<file path="src/rtl/core/shpq_pkg.sv">
package shpq_pkg;

   // field widths
   localparam int SAMPLE_WIDTH  = 16;
   localparam int HISTORY_DEPTH = 3;
   localparam int POS_WIDTH     = 2;
   localparam int RUN_WIDTH     = 4;
   localparam int FRAMES_WIDTH  = 4;
   localparam int MS_IN_WIDTH   = 10;
   localparam int MS_WIDTH      = 16;
   localparam int EVENT_WIDTH   = 2;

   // configuration port
   localparam int CSR_INDEX_WIDTH = 3;
   localparam int CSR_DATA_WIDTH  = SAMPLE_WIDTH;

   localparam logic [CSR_INDEX_WIDTH-1:0] CSR_ENABLE            = 3'd0;
   localparam logic [CSR_INDEX_WIDTH-1:0] CSR_PRESS_THRESHOLD   = 3'd1;
   localparam logic [CSR_INDEX_WIDTH-1:0] CSR_RELEASE_THRESHOLD = 3'd2;
   localparam logic [CSR_INDEX_WIDTH-1:0] CSR_CONFIRM_RUNS      = 3'd3;
   localparam logic [CSR_INDEX_WIDTH-1:0] CSR_DEBOUNCE_MS       = 3'd4;

   // event codes
   localparam logic [EVENT_WIDTH-1:0] EVENT_NONE    = 2'd0;
   localparam logic [EVENT_WIDTH-1:0] EVENT_PRESS   = 2'd1;
   localparam logic [EVENT_WIDTH-1:0] EVENT_RELEASE = 2'd2;

   localparam logic [RUN_WIDTH-1:0] RUN_MAX = '1;
   localparam logic [MS_WIDTH-1:0]  MS_MAX  = '1;

   // register reset values
   localparam logic                           ENABLE_RESET    = 1'b1;
   localparam logic signed [SAMPLE_WIDTH-1:0] PRESS_RESET     = 16'sd16384;
   localparam logic signed [SAMPLE_WIDTH-1:0] RELEASE_RESET   = 16'sd13107;
   localparam logic [FRAMES_WIDTH-1:0]        FRAMES_RESET    = 4'd2;
   localparam logic [MS_IN_WIDTH-1:0]         DEBOUNCE_RESET  = 10'd50;

   typedef struct packed {
      logic signed [SAMPLE_WIDTH-1:0] sample;
      logic                           sample_valid;
      logic [MS_IN_WIDTH-1:0]         elapsed_ms;
   } req_type;

   typedef struct packed {
      logic [EVENT_WIDTH-1:0]         event_res;
      logic                           pressed;
      logic signed [SAMPLE_WIDTH-1:0] smoothed;
      logic signed [SAMPLE_WIDTH-1:0] held_value;
   } rsp_type;

   typedef struct packed {
      logic                           enable;
      logic signed [SAMPLE_WIDTH-1:0] press_threshold;
      logic signed [SAMPLE_WIDTH-1:0] release_threshold;
      logic [FRAMES_WIDTH-1:0]        confirm_runs;
      logic [MS_IN_WIDTH-1:0]         debounce_ms;
   } cfg_type;

endpackage

</file>
<file path="src/rtl/core/shpq_avg3.sv">
module shpq_avg3 (
   input  logic signed [shpq_pkg::SAMPLE_WIDTH-1:0] a,
   input  logic signed [shpq_pkg::SAMPLE_WIDTH-1:0] b,
   input  logic signed [shpq_pkg::SAMPLE_WIDTH-1:0] c,
   output logic signed [shpq_pkg::SAMPLE_WIDTH-1:0] avg
);

   localparam int SW        = shpq_pkg::SAMPLE_WIDTH;
   localparam int SUM_WIDTH = SW + 2;
   localparam int MAG_WIDTH = SW + 1;
   // reciprocal of three, exact for every magnitude that three samples reach
   localparam int SHIFT     = SW + 2;
   localparam int RCP_WIDTH = SHIFT - 1;
   localparam logic [RCP_WIDTH-1:0] RECIP = RCP_WIDTH'(((64'd1 << SHIFT) + 64'd2) / 64'd3);
   localparam int PROD_WIDTH = MAG_WIDTH + RCP_WIDTH;

   logic signed [SUM_WIDTH-1:0] sum;
   logic                        neg;
   logic [SUM_WIDTH-1:0]        sum_abs;
   logic [MAG_WIDTH-1:0]        mag;
   logic [PROD_WIDTH-1:0]       prod;
   logic [SW-1:0]               quot;

   always_comb begin
      sum     = SUM_WIDTH'(a) + SUM_WIDTH'(b) + SUM_WIDTH'(c);
      neg     = sum[SUM_WIDTH-1];
      sum_abs = neg ? SUM_WIDTH'(-sum) : SUM_WIDTH'(sum);
      mag     = sum_abs[MAG_WIDTH-1:0];
      prod    = PROD_WIDTH'(mag) * PROD_WIDTH'(RECIP);
      quot    = prod[SHIFT +: SW];
      // truncation toward zero: divide the magnitude, then restore the sign
      avg     = neg ? $signed(~quot + 1'b1) : $signed(quot);
   end

endmodule

</file>
<file path="src/rtl/core/shpq_core.sv">
module shpq_core (
   input  logic              clock,
   input  logic              reset,
   input  shpq_pkg::cfg_type cfg,
   input  shpq_pkg::req_type item,
   input  logic              fire,
   output shpq_pkg::rsp_type result
);

   localparam int SW = shpq_pkg::SAMPLE_WIDTH;
   localparam int HD = shpq_pkg::HISTORY_DEPTH;
   localparam int PW = shpq_pkg::POS_WIDTH;

   logic signed [SW-1:0]                hist_ff [HD];
   logic signed [SW-1:0]                hist_in [HD];
   logic [PW-1:0]                       pos_ff, pos_in;
   logic                                pending_ff, pending_in;
   logic [shpq_pkg::RUN_WIDTH-1:0]      run_ff, run_in;
   logic                                pressed_ff, pressed_in;
   logic signed [SW-1:0]                last_ff, last_in;
   logic [shpq_pkg::MS_WIDTH-1:0]       ms_ff, ms_in;

   logic signed [SW-1:0]                value;
   logic signed [SW-1:0]                avg_src [HD];
   logic signed [SW-1:0]                smooth;
   logic signed [SW-1:0]                thr;
   logic [shpq_pkg::MS_WIDTH:0]         ms_sum;
   logic [shpq_pkg::MS_WIDTH-1:0]       ms_adv;
   logic [shpq_pkg::RUN_WIDTH-1:0]      run_inc;
   logic                                level;
   logic                                validated;
   logic                                change;
   logic [shpq_pkg::EVENT_WIDTH-1:0]    event_code;

   // history with the new sample written in while enabled
   always_comb begin
      value = item.sample_valid ? item.sample : '0;
      for (int i = 0; i < HD; i++) begin
         hist_in[i] = hist_ff[i];
         if (cfg.enable && pos_ff == PW'(i)) begin
            hist_in[i] = value;
         end
         avg_src[i] = hist_in[i];
      end
   end

   shpq_avg3 u_avg (
      .a   (avg_src[0]),
      .b   (avg_src[1]),
      .c   (avg_src[2]),
      .avg (smooth)
   );

   always_comb begin
      // timer runs even while disabled
      ms_sum = {1'b0, ms_ff} + (shpq_pkg::MS_WIDTH + 1)'(item.elapsed_ms);
      ms_adv = ms_sum[shpq_pkg::MS_WIDTH] ? shpq_pkg::MS_MAX : ms_sum[shpq_pkg::MS_WIDTH-1:0];

      thr   = pressed_ff ? cfg.release_threshold : cfg.press_threshold;
      level = smooth >= thr;

      run_inc   = (run_ff == shpq_pkg::RUN_MAX) ? run_ff : run_ff + 1'b1;
      validated = (level == pending_ff) && (run_inc >= cfg.confirm_runs);
      change    = validated && (level != pressed_ff)
                  && (ms_adv >= shpq_pkg::MS_WIDTH'(cfg.debounce_ms));

      pos_in     = pos_ff;
      pending_in = pending_ff;
      run_in     = run_ff;
      pressed_in = pressed_ff;
      last_in    = last_ff;
      ms_in      = ms_adv;
      event_code = shpq_pkg::EVENT_NONE;

      if (cfg.enable) begin
         pos_in = (pos_ff == PW'(HD - 1)) ? '0 : pos_ff + 1'b1;
         if (level == pending_ff) begin
            run_in = run_inc;
         end else begin
            pending_in = level;
            run_in     = shpq_pkg::RUN_WIDTH'(1);
         end
         if (change) begin
            pressed_in = level;
            ms_in      = '0;
            event_code = level ? shpq_pkg::EVENT_PRESS : shpq_pkg::EVENT_RELEASE;
         end
         if (change || pressed_in) begin
            last_in = smooth;
         end
      end

      result.event_res  = event_code;
      result.pressed    = pressed_in;
      result.smoothed   = smooth;
      result.held_value = last_in;
   end

   always_ff @(posedge clock) begin
      if (reset) begin
         for (int i = 0; i < HD; i++) begin
            hist_ff[i] <= '0;
         end
         pos_ff     <= '0;
         pending_ff <= 1'b0;
         run_ff     <= '0;
         pressed_ff <= 1'b0;
         last_ff    <= '0;
         ms_ff      <= '0;
      end else if (fire) begin
         for (int i = 0; i < HD; i++) begin
            hist_ff[i] <= hist_in[i];
         end
         pos_ff     <= pos_in;
         pending_ff <= pending_in;
         run_ff     <= run_in;
         pressed_ff <= pressed_in;
         last_ff    <= last_in;
         ms_ff      <= ms_in;
      end
   end

endmodule

</file>
<file path="src/rtl/core/smoothed_hysteresis_press_qualifier.sv">
// Press qualifier for one analog axis. Each transfer on req carries a signed
// Q1.15 sample, a validity flag (an invalid sample counts as zero) and the
// milliseconds since the previous frame; each produces exactly one transfer on
// rsp with the event (none, press, release), the qualified pressed state, the
// three-sample average (truncated toward zero) and the value held while
// pressed. The level is compared with the press threshold while released and
// with the release threshold while pressed; a change is taken only after
// confirm_runs equal levels in a row and once debounce_ms has passed
// since the previous change. With enable low the sample is ignored but the
// millisecond timer still runs. Throughput is one item per clock while the result
// side does not stall: the item is registered, then the average, compares and
// state update are computed combinationally into the result register, which
// drives rsp_valid. The input register keeps taking items while a result waits,
// and stalls only when both it and the result register hold items and rsp_stall
// is high. The user must write registers through the csr port only while the
// block is idle; the block itself does not enforce this. After reset they
// hold enable 1, press 16384, release 13107, confirm runs 2, debounce 50 ms.
module smoothed_hysteresis_press_qualifier (
   input  logic                                     clock,
   input  logic                                     reset,
   // input channel
   input  logic                                     req_valid,
   output logic                                     req_stall,
   input  shpq_pkg::req_type                        req_data,
   // result channel
   output logic                                     rsp_valid,
   input  logic                                     rsp_stall,
   output shpq_pkg::rsp_type                        rsp_data,
   // register writes
   input  logic                                     csr_we,
   input  logic [shpq_pkg::CSR_INDEX_WIDTH-1:0]     csr_index,
   input  logic [shpq_pkg::CSR_DATA_WIDTH-1:0]      csr_wdata
);

   shpq_pkg::cfg_type cfg_ff;

   // input register
   logic              in_valid_ff;
   shpq_pkg::req_type in_data_ff;

   // result register
   logic              out_valid_ff;
   shpq_pkg::rsp_type out_data_ff;
   shpq_pkg::rsp_type result;

   logic              advance;
   logic              req_take;

   // the registered item moves on when the result register is free or emptying
   assign advance   = in_valid_ff && (!out_valid_ff || !rsp_stall);
   assign req_stall = in_valid_ff && !advance;
   assign req_take  = req_valid && !req_stall;

   assign rsp_valid = out_valid_ff;
   assign rsp_data  = out_data_ff;

   // configuration registers, writes beyond the list are dropped
   always_ff @(posedge clock) begin
      if (reset) begin
         cfg_ff.enable            <= shpq_pkg::ENABLE_RESET;
         cfg_ff.press_threshold   <= shpq_pkg::PRESS_RESET;
         cfg_ff.release_threshold <= shpq_pkg::RELEASE_RESET;
         cfg_ff.confirm_runs      <= shpq_pkg::FRAMES_RESET;
         cfg_ff.debounce_ms       <= shpq_pkg::DEBOUNCE_RESET;
      end else if (csr_we) begin
         unique case (csr_index)
            shpq_pkg::CSR_ENABLE: begin
               cfg_ff.enable <= csr_wdata[0];
            end
            shpq_pkg::CSR_PRESS_THRESHOLD: begin
               cfg_ff.press_threshold <= $signed(csr_wdata[shpq_pkg::SAMPLE_WIDTH-1:0]);
            end
            shpq_pkg::CSR_RELEASE_THRESHOLD: begin
               cfg_ff.release_threshold <= $signed(csr_wdata[shpq_pkg::SAMPLE_WIDTH-1:0]);
            end
            shpq_pkg::CSR_CONFIRM_RUNS: begin
               cfg_ff.confirm_runs <= csr_wdata[shpq_pkg::FRAMES_WIDTH-1:0];
            end
            shpq_pkg::CSR_DEBOUNCE_MS: begin
               cfg_ff.debounce_ms <= csr_wdata[shpq_pkg::MS_IN_WIDTH-1:0];
            end
            default: begin
            end
         endcase
      end
   end

   // average, hysteresis and qualification state
   shpq_core u_core (
      .clock  (clock),
      .reset  (reset),
      .cfg    (cfg_ff),
      .item   (in_data_ff),
      .fire   (advance),
      .result (result)
   );

   // pipeline control
   always_ff @(posedge clock) begin
      if (reset) begin
         in_valid_ff  <= 1'b0;
         out_valid_ff <= 1'b0;
      end else begin
         if (req_take) begin
            in_valid_ff <= 1'b1;
         end else if (advance) begin
            in_valid_ff <= 1'b0;
         end
         if (advance) begin
            out_valid_ff <= 1'b1;
         end else if (!rsp_stall) begin
            out_valid_ff <= 1'b0;
         end
      end
   end

   // payload registers
   always_ff @(posedge clock) begin
      if (req_take) begin
         in_data_ff <= req_data;
      end
      if (advance) begin
         out_data_ff <= result;
      end
   end

   // a press event always leaves the input pressed
   assert property (@(posedge clock) disable iff (reset)
      out_valid_ff && out_data_ff.event_res == shpq_pkg::EVENT_PRESS |-> out_data_ff.pressed)
      else $error("press event without pressed state");

   // a release event always leaves the input released
   assert property (@(posedge clock) disable iff (reset)
      out_valid_ff && out_data_ff.event_res == shpq_pkg::EVENT_RELEASE |-> !out_data_ff.pressed)
      else $error("release event with pressed state");

   // while pressed the held value tracks the average
   assert property (@(posedge clock) disable iff (reset)
      out_valid_ff && out_data_ff.pressed |-> out_data_ff.held_value == out_data_ff.smoothed)
      else $error("held value differs from average while pressed");

   // the input side only stalls with a registered item waiting on a full result
   assert property (@(posedge clock) disable iff (reset)
      req_stall |-> in_valid_ff && out_valid_ff && rsp_stall)
      else $error("input stalled without back-pressure");

endmodule

</file>
<file path="config.mk">
export PLATFORM = sky130hd
export DESIGN_NAME = smoothed_hysteresis_press_qualifier
export DESIGN_NICKNAME = d
export VERILOG_FILES = /design/src/rtl/core/shpq_pkg.sv /design/src/rtl/core/shpq_avg3.sv /design/src/rtl/core/shpq_core.sv /design/src/rtl/core/smoothed_hysteresis_press_qualifier.sv
export SDC_FILE = /design/constraint.sdc
export NUM_CORES = 1
export LEC_CHECK = 0
export ABC_AREA = 1
export BUFFER_PORTS_ARGS = -buffer_cell sky130_fd_sc_hd__buf_2
export CORE_ASPECT_RATIO = 1.25
export CORE_MARGIN = 3
export CORE_UTILIZATION = 35
export CTS_CLUSTER_SIZE = 30
export DETAILED_ROUTE_END_ITERATION = 10
export MAX_ROUTING_LAYER = met4
export PLACE_DENSITY = 0.5
export REMOVE_ABC_BUFFERS = 1
export SKIP_LAST_GASP = 1
export SLEW_MARGIN = 20
export SYNTH_ARGS = -nofsm -noshare
export SYNTH_HDL_FRONTEND = slang
export SYNTH_SLANG_ARGS = --single-unit
</file>
<file path="constraint.sdc">
create_clock -name clock -period 26.6 [get_ports clock]
set_input_delay 2.66 -clock clock [delete_from_list [all_inputs] [get_ports clock]]
set_output_delay 2.66 -clock clock [all_outputs]
set_load 0.02 [all_outputs]
</file>
Word-level counts from Yosys, hierarchy flattened

Memory sizes are Yosys's and may differ from the RTL's.
Cells that the tools add are included.

Memories kept: 1
Output and inout bits: 37
Input bits: 51
Logic and storage cells: 104
Bits in read-only memories: 0
Register bits after elaboration: 151
Latch bits: 0
Memory bits (writable): 48

Memories:

| name           | words | bits a word | read ports | clocked after Yosys merged registers in | write ports | line            | text |
|---|---|---|---|---|---|---|---|
| u_core.hist_ff | 3     | 16          | 3          | 0                                       | 3           | shpq_core.sv:14 | `logic signed [SW-1:0] hist_ff [HD];` |

Multiply operators: 1
Div/mod/pow operators: 0
$lt $le $gt $ge: 3
Reductions and logical operators: 26
Equal/unequal tests: 10
Shifts and indexed selects: 0
Add/subtract/negate cells: 7
Bitwise logic cells: 5
Muxes and demuxes: 31

Operators with widths:

| kind                                                                   | count |
|---|---|
| 16-bit 2-to-1 mux                                                      | 14 |
| 17-bit by 16-bit multiplier with 33-bit output (second input constant) | 1 |
| 17-bit by 16-bit adder with 18-bit output                              | 1 |
| 16-bit by 10-bit adder with 17-bit output                              | 1 |
| 16-bit by 16-bit adder with 17-bit output                              | 1 |
| 17-bit 2-to-1 mux                                                      | 1 |
| 17-bit negation                                                        | 1 |
| 16-bit by 1-bit adder with 16-bit output (second input constant)       | 1 |
| 16-bit by 10-bit >= comparator with 1-bit output                       | 1 |
| 16-bit >= comparator                                                   | 1 |
| 16-bit NOT                                                             | 1 |
| 2-bit AND reduction                                                    | 7 |
| 1-bit 2-to-1 mux                                                       | 12 |
| 1-bit logical AND                                                      | 9 |
| 4-bit 2-to-1 mux                                                       | 2 |
| 3-bit by 2-bit equality test with 1-bit output (second input constant) | 2 |
| 4-bit by 1-bit adder with 4-bit output (second input constant)         | 1 |
| 4-bit equality test (second input constant)                            | 1 |
| 4-bit >= comparator                                                    | 1 |
| 1-bit logical NOT                                                      | 4 |
| 2-bit 2-to-1 mux                                                       | 2 |
| 3-bit by 1-bit equality test with 1-bit output (second input constant) | 1 |
| 3-bit equality test (second input constant)                            | 1 |
| 3-bit logical NOT                                                      | 1 |
| 12 further kinds                                                       | 15 |

Longest topological paths before layout

Gate-level depths: netlist (run 1).

Depth after elaboration: 21
Gate-level depth with buffers: 80
Mapped depth without buffers: 79

Modules after synthesis

Synthesis (run 1) repeated with hierarchy kept, for this count alone.

Cell total of the unflattened synthesis: 2,297
Area total of the unflattened synthesis: 17,759.5 µm²

Modules (own cells, without submodules):

| module                              | cells each | sequential area each (µm²) | times used | area each (µm²) |
|---|---|---|---|---|
| shpq_avg3                           | 1,038      | 0.0                        | 1          | 7,548.5 |
| shpq_core                           | 912        | 2,242.2                    | 1          | 6,322.3 |
| smoothed_hysteresis_press_qualifier | 347        | 2,842.7                    | 1          | 3,888.7 |

Worst setup path after synthesis (run 1)

No wires, ideal clock.

Path type: reg-to-reg
Start: register cfg_ff[46] (netlist bit)
End: register out_data_ff, in the netlist rsp_data[12], data pin
Slack: 15.355 ns
Path buffers: 5
Arrival: 10.991 ns
Data required time: 26.345 ns
Clock period less this slack: 11.245 ns
Cell stages (with the launch flop): 64
Library setup time: 0.255 ns
Cells stage by stage: dfxtp_1 > inv_1 > nor3_1 > clkbuf_1 > clkbuf_1 > a21oi_1 > fa_1 > ha_1 > fa_1 > nand2_1 > nand2_1 > nand3_1 > nand2_2 > nand2_2 > nand3_1 > nand2_1 > clkbuf_1 > buf_1 > [28 not listed] > inv_1 > ha_1 > nand2_1 > inv_1 > nand3_1 > nor3_1 > nand2_1 > o2111ai_1 > xnor2_1 > a21o_1 > inv_1 > nand3_1 > a21oi_1 > nand2_4 > nand2_4 > buf_4 > nand3_1 > and2_1

RTL lines:

| item                 | line                                       | text |
|---|---|---|
| from (decl)          | smoothed_hysteresis_press_qualifier.sv:35  | `shpq_pkg::cfg_type cfg_ff;` |
| to (signal assigned) | smoothed_hysteresis_press_qualifier.sv:123 | `out_data_ff <= result;` |
| to (decl)            | smoothed_hysteresis_press_qualifier.sv:43  | `shpq_pkg::rsp_type out_data_ff;` |

==> results of run 1 <==
[area by class of cell]
cell class / instances / area (um2) / area share (%)
Inverter: 374 / 1410 / 7.66
Sequential cell: 199 / 5090 / 27.7
Clock buffer: 19 / 443 / 2.41
Timing Repair Buffer: 96 / 503 / 2.74
Tap cell: 630 / 788 / 4.29
Clock inverter: 13 / 155 / 0.845
Multi-Input combinational cell: 1404 / 9980 / 54.4
[registers in the layout (all words and copies together), names as in the netlist]
signal and cells:
u_core.hist_ff 48, cfg_ff 47, rsp_data 35, in_data_ff 27, u_core.last_ff 16, u_core.ms_ff 16, u_core.run_ff 4, u_core.pos_ff 2
in_valid_ff 1, rsp_valid 1, u_core.pending_ff 1, u_core.pressed_ff 1
[placed cells by master (no fill, tap or decap), types with 16 or more instances in the layout]
| cell type | Yosys | routed |
|---|---|---|
| nand3_1 | 86 | 86 |
| buf_2 | 2 | 87 |
| o21ai_0 | 115 | 115 |
| o21a_1 | 16 | 16 |
| ha_1 | 191 | 191 |
| fa_1 | 103 | 103 |
| clkbuf_16 | 0 | 17 |
| nor2_1 | 194 | 191 |
| dfxtp_1 | 89 | 88 |
| edfxtp_1 | 110 | 110 |
| or2_2 | 20 | 20 |
| xor2_1 | 35 | 35 |
| inv_1 | 367 | 366 |
| nand2_1 | 370 | 369 |
| a21oi_1 | 115 | 115 |
[critical path: cells and delay by family (launching register included)]
kind            cells  cell delay, ns
compound gates     10            1.63
xor+xnor            3            0.93
fa+ha+maj          10            4.18
buf+inv            11            1.76
flops               1            0.43
simple gates       28            4.53
[final timing paths]
kind                startpoint                 to  slack (ns)  depth (start not counted)
max                 cfg_ff[46]       rsp_data[10]       12.95                         62
min          u_core.last_ff[8]  u_core.last_ff[8]        0.45                          2
max reg2reg         cfg_ff[46]       rsp_data[10]       12.95                         62
min reg2reg  u_core.last_ff[8]  u_core.last_ff[8]        0.45                          2
[logic make-up after synthesis]
family | after synthesis | synth area share, %
simple gates | 739 | 19.1
flops | 199 | 30.6
buf+inv | 413 | 9.43
fa+ha+maj | 294 | 26.8
mux | 15 | 0.904
compound gates | 307 | 10.4
xor+xnor | 49 | 2.77
[per-stage QoR]
step / area (um2) / hold WS, ns / instances
final: 18400 / 0.453 / 2735
after global routing: 18400 / 0.467 / 2735
after CTS: 18400 / 0.453 / 2735
after detailed placement: 17800 / 0.432 / 2703
after global placement: 17800 / 0.430 / 2703
after floorplan: 16400 / 0.418 / 1977
[layer usage]
metal | GRT usage (%) | part of all wire (%) | vias up
met1 | 23.1 | 46 | 6269
li1 | - | - | 6672
met3 | 2.15 | 3.3 | 49
met5 | - | 0 | -
met2 | 30.6 | 49 | 258
met4 | 4.92 | 2.0 | 0
==> impl_metrics.env, run 1 <==
export IMPL_status="finished clean"
export IMPL_avgSynthCellArea_um2=8.24
export IMPL_n_fill_cell=4791
export IMPL_setup_ws_ns=12.95
export IMPL_drv_cap=0
export IMPL_numCtsBuffers=17
export IMPL_synth_top_area_cell="edfxtp_1"
export IMPL_cts_buffer_depth=2
export IMPL_drtPass1Iterations=5
export IMPL_synthTopCellsByArea="edfxtp_1 20%, ha_1 14%, fa_1 12%"
export IMPL_finalSetupTns_ns=0
export IMPL_drt_iter0_markers=847
export IMPL_clock_root_buffer="clkbuf_16"
export IMPL_core_area_um2=46600
export IMPL_grt_max_degree=56
export IMPL_synth_cell_types=62
export IMPL_core_rowCount=88
export IMPL_crit_arrival_ns=13.94
export IMPL_path_max_fanout=32
export IMPL_drt_total_wl_mm=43.1
export IMPL_initial_utilization_pct=35.6
export IMPL_cts_resized=0
export IMPL_syn_inst=2016
export IMPL_ys_seq_area_share_pct=30.6
export IMPL_relSlewSlack_pct=47.4
export IMPL_syn_area_um2=16600
export IMPL_die_area_um2=50100
export IMPL_slowest_stage="inv_1"
export IMPL_hp_class="register to register"
export IMPL_path_class="register to register"
export IMPL_place_hpwl_mm=34.9
export IMPL_hold_viol_final=0
export IMPL_finish_utilization_pct=39.4
export IMPL_gp_congestion=0.928
export IMPL_max_stage_delay_ns=0.65
export IMPL_ys_top_cells_by_count="370 x nand2_1, 367 x inv_1, 194 x nor2_1"
export IMPL_max_freq_mhz=73.2
export IMPL_tritoncts="done"
export IMPL_io_pins=88
export IMPL_ys_warn_count=0
export IMPL_antenna_cells=0
export IMPL_ant_nets=0
export IMPL_insertion_delay_ns=0.45
export IMPL_fin_skew_ns=0.0186
export IMPL_cts_sinks=199
export IMPL_die_h_um=250
export IMPL_post_cts_buffers=0
export IMPL_grt_setup_unrepaired="false"
export IMPL_layout_drive_gt1_share_pct=9.36
export IMPL_start_kind="register"
export IMPL_maxSlewViolCount=0
export IMPL_grt_use_total_pct=18.1
export IMPL_post_drt_via_cell_ratio=4.84
export IMPL_nets=2437
export IMPL_htree_levels=4
export IMPL_critPathRequiredTime_ns=26.89
export IMPL_synth_top_cell_area_share_pct=19.9
export IMPL_ctsHoldBuffers=0
export IMPL_ys_ff_latch=199
export IMPL_cts_reportedPaths_clkPinSlew_ns=0.08
export IMPL_timing_critical_path_mode_cell="inv_1"
export IMPL_synth_edf_count=110
export IMPL_route_vias_total=13200
export IMPL_async_flop_share_pct=0
export IMPL_grt_pass1_wl_mm=70.8
export IMPL_synth_top_flop_cell="edfxtp_1"
export IMPL_die_w_um=201
export IMPL_tightest_slew_ns=0.781
export IMPL_finalCritPeriodShare_pct=51.3
export IMPL_yosysMostFrequentCell="nand2_1"
export IMPL_end_kind="register"
export IMPL_antenna_found_initial=0
export IMPL_drc=0
export IMPL_avgRoutedWirePerCell_um=15.8
export IMPL_fin_crit_ns=13.65
export IMPL_area_delta_synth_final_pct=10.6
export IMPL_numPortBuffers=87
export IMPL_overflow=0
export IMPL_pre_cts_slack_ns=12.53
export IMPL_setup_violations_final=0
export IMPL_grt_pass1_vias=13400
Power of run 1 is left out: the tool's default activity adds up to more than one toggle a clock period on the data nets, which glitch-free logic cannot reach.
==> run 2, diff against run 1 <==
==> constraint.sdc (replaced) <==
create_clock -name clock -period 12.7 [get_ports clock]
set_input_delay 1.27 -clock clock [delete_from_list [all_inputs] [get_ports clock]]
set_output_delay 1.27 -clock clock [all_outputs]
set_load 0.02 [all_outputs]
==> impl_metrics.env, run 2 (synthesized netlist as in run 1, its figures left out) <==
export IMPL_pre_cts_slack_ns=-0.169
export IMPL_met2_usage_pct=31.3
export IMPL_r2r_start="cfg_ff[46]"
export IMPL_finalSetupTns_ns=0
export IMPL_post_drt_via_cell_ratio=4.81
export IMPL_crit_family="adder cells"
export IMPL_max_freq_mhz=84.5
export IMPL_min_path_cells=2
export IMPL_gr_usage_met3_pct=1.64
export IMPL_area_delta_synth_final_pct=13.0
export IMPL_avgRoutedWirePerCell_um=15.9
export IMPL_place_hpwl_mm=34.9
export IMPL_fin_skew_ns=0.0159
export IMPL_die_h_um=250
export IMPL_numPortBuffers=87
export IMPL_gp_congestion=0.886
export IMPL_antenna_found_initial=0
export IMPL_overflow=0
export IMPL_final_cell_mix="364 x nand2_1, 364 x inv_1, 188 x ha_1, 186 x nor2_1, 113 x o21ai_0"
export IMPL_drt_iter0_markers=634
export IMPL_top_usage_layer="met2"
export IMPL_antenna_cells=0
export IMPL_core_rowCount=88
export IMPL_finalCritPeriodShare_pct=93.1
export IMPL_start_kind="register"
export IMPL_hp_class="register to register"
export IMPL_drtPass1Iterations=5
export IMPL_grt_max_degree=56
export IMPL_setup_ws_ns=0.872
export IMPL_path_class="register to register"
export IMPL_setup_violations_final=0
export IMPL_largest_reg_flops=48
export IMPL_relSlewSlack_pct=47.4
export IMPL_maxSlewViolCount=0
export IMPL_cp_depth=59
export IMPL_tritoncts="done"
export IMPL_cts_sinks=199
export IMPL_grt_use_total_pct=18.1
export IMPL_tightest_slew_ns=0.789
export IMPL_hold_viol_final=0
export IMPL_ant_nets=0
export IMPL_htree_levels=4
export IMPL_core_area_um2=46600
export IMPL_critPathRequiredTime_ns=12.91
export IMPL_grt_pass1_vias=13700
export IMPL_timing_hold_ws_ns=0.454
export IMPL_path_buf_inv=10
export IMPL_crit_arrival_ns=12.04
export IMPL_drc=0
export IMPL_timing_critical_path_mode_cell="inv_1"
export IMPL_worst_r2r_cell_count=59
export IMPL_layout_drive_gt1_share_pct=12.1
export IMPL_slowest_stage="fa_1"
export IMPL_grt_pass1_wl_mm=71.3
export IMPL_end_kind="register"
export IMPL_insertion_delay_ns=0.46
export IMPL_regMostFlops="u_core.hist_ff"
export IMPL_numCtsBuffers=17
export IMPL_max_stage_delay_ns=0.54
export IMPL_drv_cap=0
export IMPL_initial_utilization_pct=35.6
export IMPL_fin_crit_ns=11.83
export IMPL_hold_path_startpoint="u_core.last_ff[11]"
export IMPL_route_vias_total=13300
export IMPL_cts_buffer_depth=2
export IMPL_drt_total_wl_mm=43.9
export IMPL_setup_worst_path_start="cfg_ff[46]"
export IMPL_final_area_um2=18800
export IMPL_ctsHoldBuffers=0
export IMPL_use_met1_pct=23.1
export IMPL_nets=2465
export IMPL_status="finished clean"
export IMPL_clock_root_buffer="clkbuf_16"
export IMPL_path_max_fanout=20
export IMPL_die_area_um2=50100
export IMPL_io_pins=88
export IMPL_die_w_um=201
export IMPL_cts_reportedPaths_clkPinSlew_ns=0.08
export IMPL_postPlaceCellArea_um2=17900
[run 2: final timing paths]
kind / end / slack (ns)
worst min-delay path: u_core.last_ff[11] / 0.45
worst max-delay path: rsp_data[13] / 0.87
worst min register to register: u_core.last_ff[11] / 0.45
worst max register to register: rsp_data[13] / 0.87
[run 2: per-stage QoR]
stage,cells,util [%]
finish,2763,40.3
global route,2763,40.3
CTS,2752,39.7
detailed placement,2718,38.4
global placement,2718,38.4
floorplan,1977,-
[run 2: final cells by class]
type,instances,area [um2]
Inverter,374,1410
Multi-Input combinational cell,1406,10200
Clock inverter,13,134
Fill cell,4865,27800
Timing Repair Buffer,122,736
Sequential cell,199,5090
Tap cell,630,788
Clock buffer,19,433
[run 2: routing by layer]
layer  routed length, um  vias up
met5                   0        -
met4                 813        0
met3                1060       41
met2               21700      201
met1               20300     6330
li1                    -     6716
[run 2: what timing repair did]
item	in CTS	in global routing
gates resized for setup	2	43
setup buffers	2	8
setup endpoints to repair	43	56
pin swaps	0	7
gates cloned	0	3
[run 2: tightest hold or removal path, cell delays in order, from the launching register on]
cell	delay, ns
dfxtp_1	0.31
nand2_1	0.06
nand2_1	0.04
Power of run 2 is left out for the same reason.
==> run 3, diff against run 2 <==
--- a/config.mk
+++ b/config.mk
@@ -12,6 +12,7 @@
 export CORE_UTILIZATION = 35
 export CTS_CLUSTER_SIZE = 30
 export DETAILED_ROUTE_END_ITERATION = 10
+export GPL_TIMING_DRIVEN = 0
 export MAX_ROUTING_LAYER = met4
 export PLACE_DENSITY = 0.5
 export REMOVE_ABC_BUFFERS = 1
==> impl_metrics.env, run 3 (synthesized netlist as in run 1, its figures left out) <==
export IMPL_timing_critical_path_mode_cell="inv_1"
export IMPL_io_pins=88
export IMPL_avgRoutedWirePerCell_um=15.6
export IMPL_start_kind="register"
export IMPL_slowest_stage="fa_1"
export IMPL_layout_commonest_cell="nand2_1"
export IMPL_path_buf_inv=14
export IMPL_grt_pass1_wl_mm=68.9
export IMPL_drtPass1Iterations=5
export IMPL_die_area_um2=50100
export IMPL_route_vias_total=13400
export IMPL_htree_levels=4
export IMPL_antenna_cells=0
export IMPL_drv_cap=0
export IMPL_status="finished clean"
export IMPL_post_drt_via_cell_ratio=4.82
export IMPL_maxSlewViolCount=0
export IMPL_die_w_um=201
export IMPL_final_cell_mix="362 x nand2_1, 357 x inv_1, 182 x nor2_1, 180 x ha_1"
export IMPL_hold_viol_final=0
export IMPL_end_kind="register"
export IMPL_relSlewSlack_pct=48.8
export IMPL_largest_reg_flops=48
export IMPL_instances_no_fill=2787
export IMPL_setup_ws_ns=0.722
export IMPL_max_stage_delay_ns=0.58
export IMPL_cts_sinks=199
export IMPL_crit_arrival_ns=12.19
export IMPL_tritoncts="done"
export IMPL_final_area_um2=19400
export IMPL_grt_max_degree=50
export IMPL_grt_pass1_vias=13300
export IMPL_drt_total_wl_mm=43.4
export IMPL_numPortBuffers=87
export IMPL_crit_family="adder cells"
export IMPL_finalSetupTns_ns=0
export IMPL_layout_drive_gt1_share_pct=15.2
export IMPL_core_rowCount=88
export IMPL_place_inst=2702
export IMPL_setup_violations_final=0
export IMPL_critPathRequiredTime_ns=12.92
export IMPL_path_max_fanout=15
export IMPL_hp_class="register to register"
export IMPL_nets=2489
export IMPL_n_fill_cell=4740
export IMPL_die_h_um=250
export IMPL_place_hpwl_mm=33.5
export IMPL_antenna_found_initial=1
export IMPL_numCtsBuffers=17
export IMPL_gp_congestion=0.895
export IMPL_fin_skew_ns=0.0136
export IMPL_regMostFlops="u_core.hist_ff"
export IMPL_postPlaceCellArea_um2=17800
export IMPL_pre_cts_slack_ns=-2.08
export IMPL_cts_reportedPaths_clkPinSlew_ns=0.08
export IMPL_area_delta_synth_final_pct=16.6
export IMPL_path_class="register to register"
export IMPL_ant_nets=0
export IMPL_drc=0
export IMPL_drt_iter0_markers=714
export IMPL_initial_utilization_pct=35.6
export IMPL_insertion_delay_ns=0.45
export IMPL_grt_use_total_pct=17.6
export IMPL_finalCritPeriodShare_pct=94.3
export IMPL_overflow=0
export IMPL_clock_root_buffer="clkbuf_16"
export IMPL_max_freq_mhz=83.5
export IMPL_core_area_um2=46600
export IMPL_ctsHoldBuffers=0
export IMPL_fin_crit_ns=11.98
export IMPL_tightest_slew_ns=0.759
export IMPL_cts_buffer_depth=2
[run 3: cell count changes in the layout (fill, tap and decap cells not counted), moves of 7 or more]
cell,change
buf_4,+17
ha_4,+8
ha_1,-8
inv_1,-7
xor2_1,-7
[run 3: final timing paths]
path,start,end,slack (ns),depth (start not counted)
min reg2reg,u_core.last_ff[8],u_core.last_ff[8],0.45,2
max,cfg_ff[46],rsp_data[14],0.72,61
max reg2reg,cfg_ff[46],rsp_data[14],0.72,61
min,u_core.last_ff[8],u_core.last_ff[8],0.45,2
[run 3: layout make-up]
cell class	count	area (um2)	share of cell area (%)
timing repair buffer	142	901	4.65
sequential	199	5090	26.3
clock buffer	18	429	2.22
inverter	374	1420	7.32
clock inverter	14	135	0.698
tap	630	788	4.07
timing repair inverter	1	7.51	0.0388
multi-input combinational	1409	10600	54.7
[run 3: routing by layer]
metal | global-route usage (%) | routed length (um) | up-vias
li1 | - | - | 6771
met1 | 21.8 | 19100 | 6376
met2 | 30.4 | 21800 | 235
met3 | 1.92 | 1410 | 48
met4 | 5.60 | 1000 | 0
met5 | - | 0 | -
[run 3: stage by stage]
step,hold WS (ns),util (%)
after CTS,0.454,40.1
final,0.451,41.6
after global routing,0.472,41.6
after global placement,0.428,37.9
after detailed placement,0.437,38.2
after floorplan,0.418,-
[run 3: worst reg2reg max path: cells and delay by family, from the launching register on]
kind                       cells  cell delay [ns]
AOI/OAI and AO/OA              8             1.71
xor gates and xnor gates       3             0.47
adders and majority gates     12             4.67
buffers and inverters         14             1.46
DFF                            1             0.40
and+or+nand+nor               24             3.07
[run 3: what timing repair did]
action                     4_1_cts  5_1_grt
pin swaps                        5       28
resized for setup               33       80
setup endpoints to repair       57       57
gates cloned                     2        4
setup buffers                   16       31
Power of run 3 is left out for the same reason.
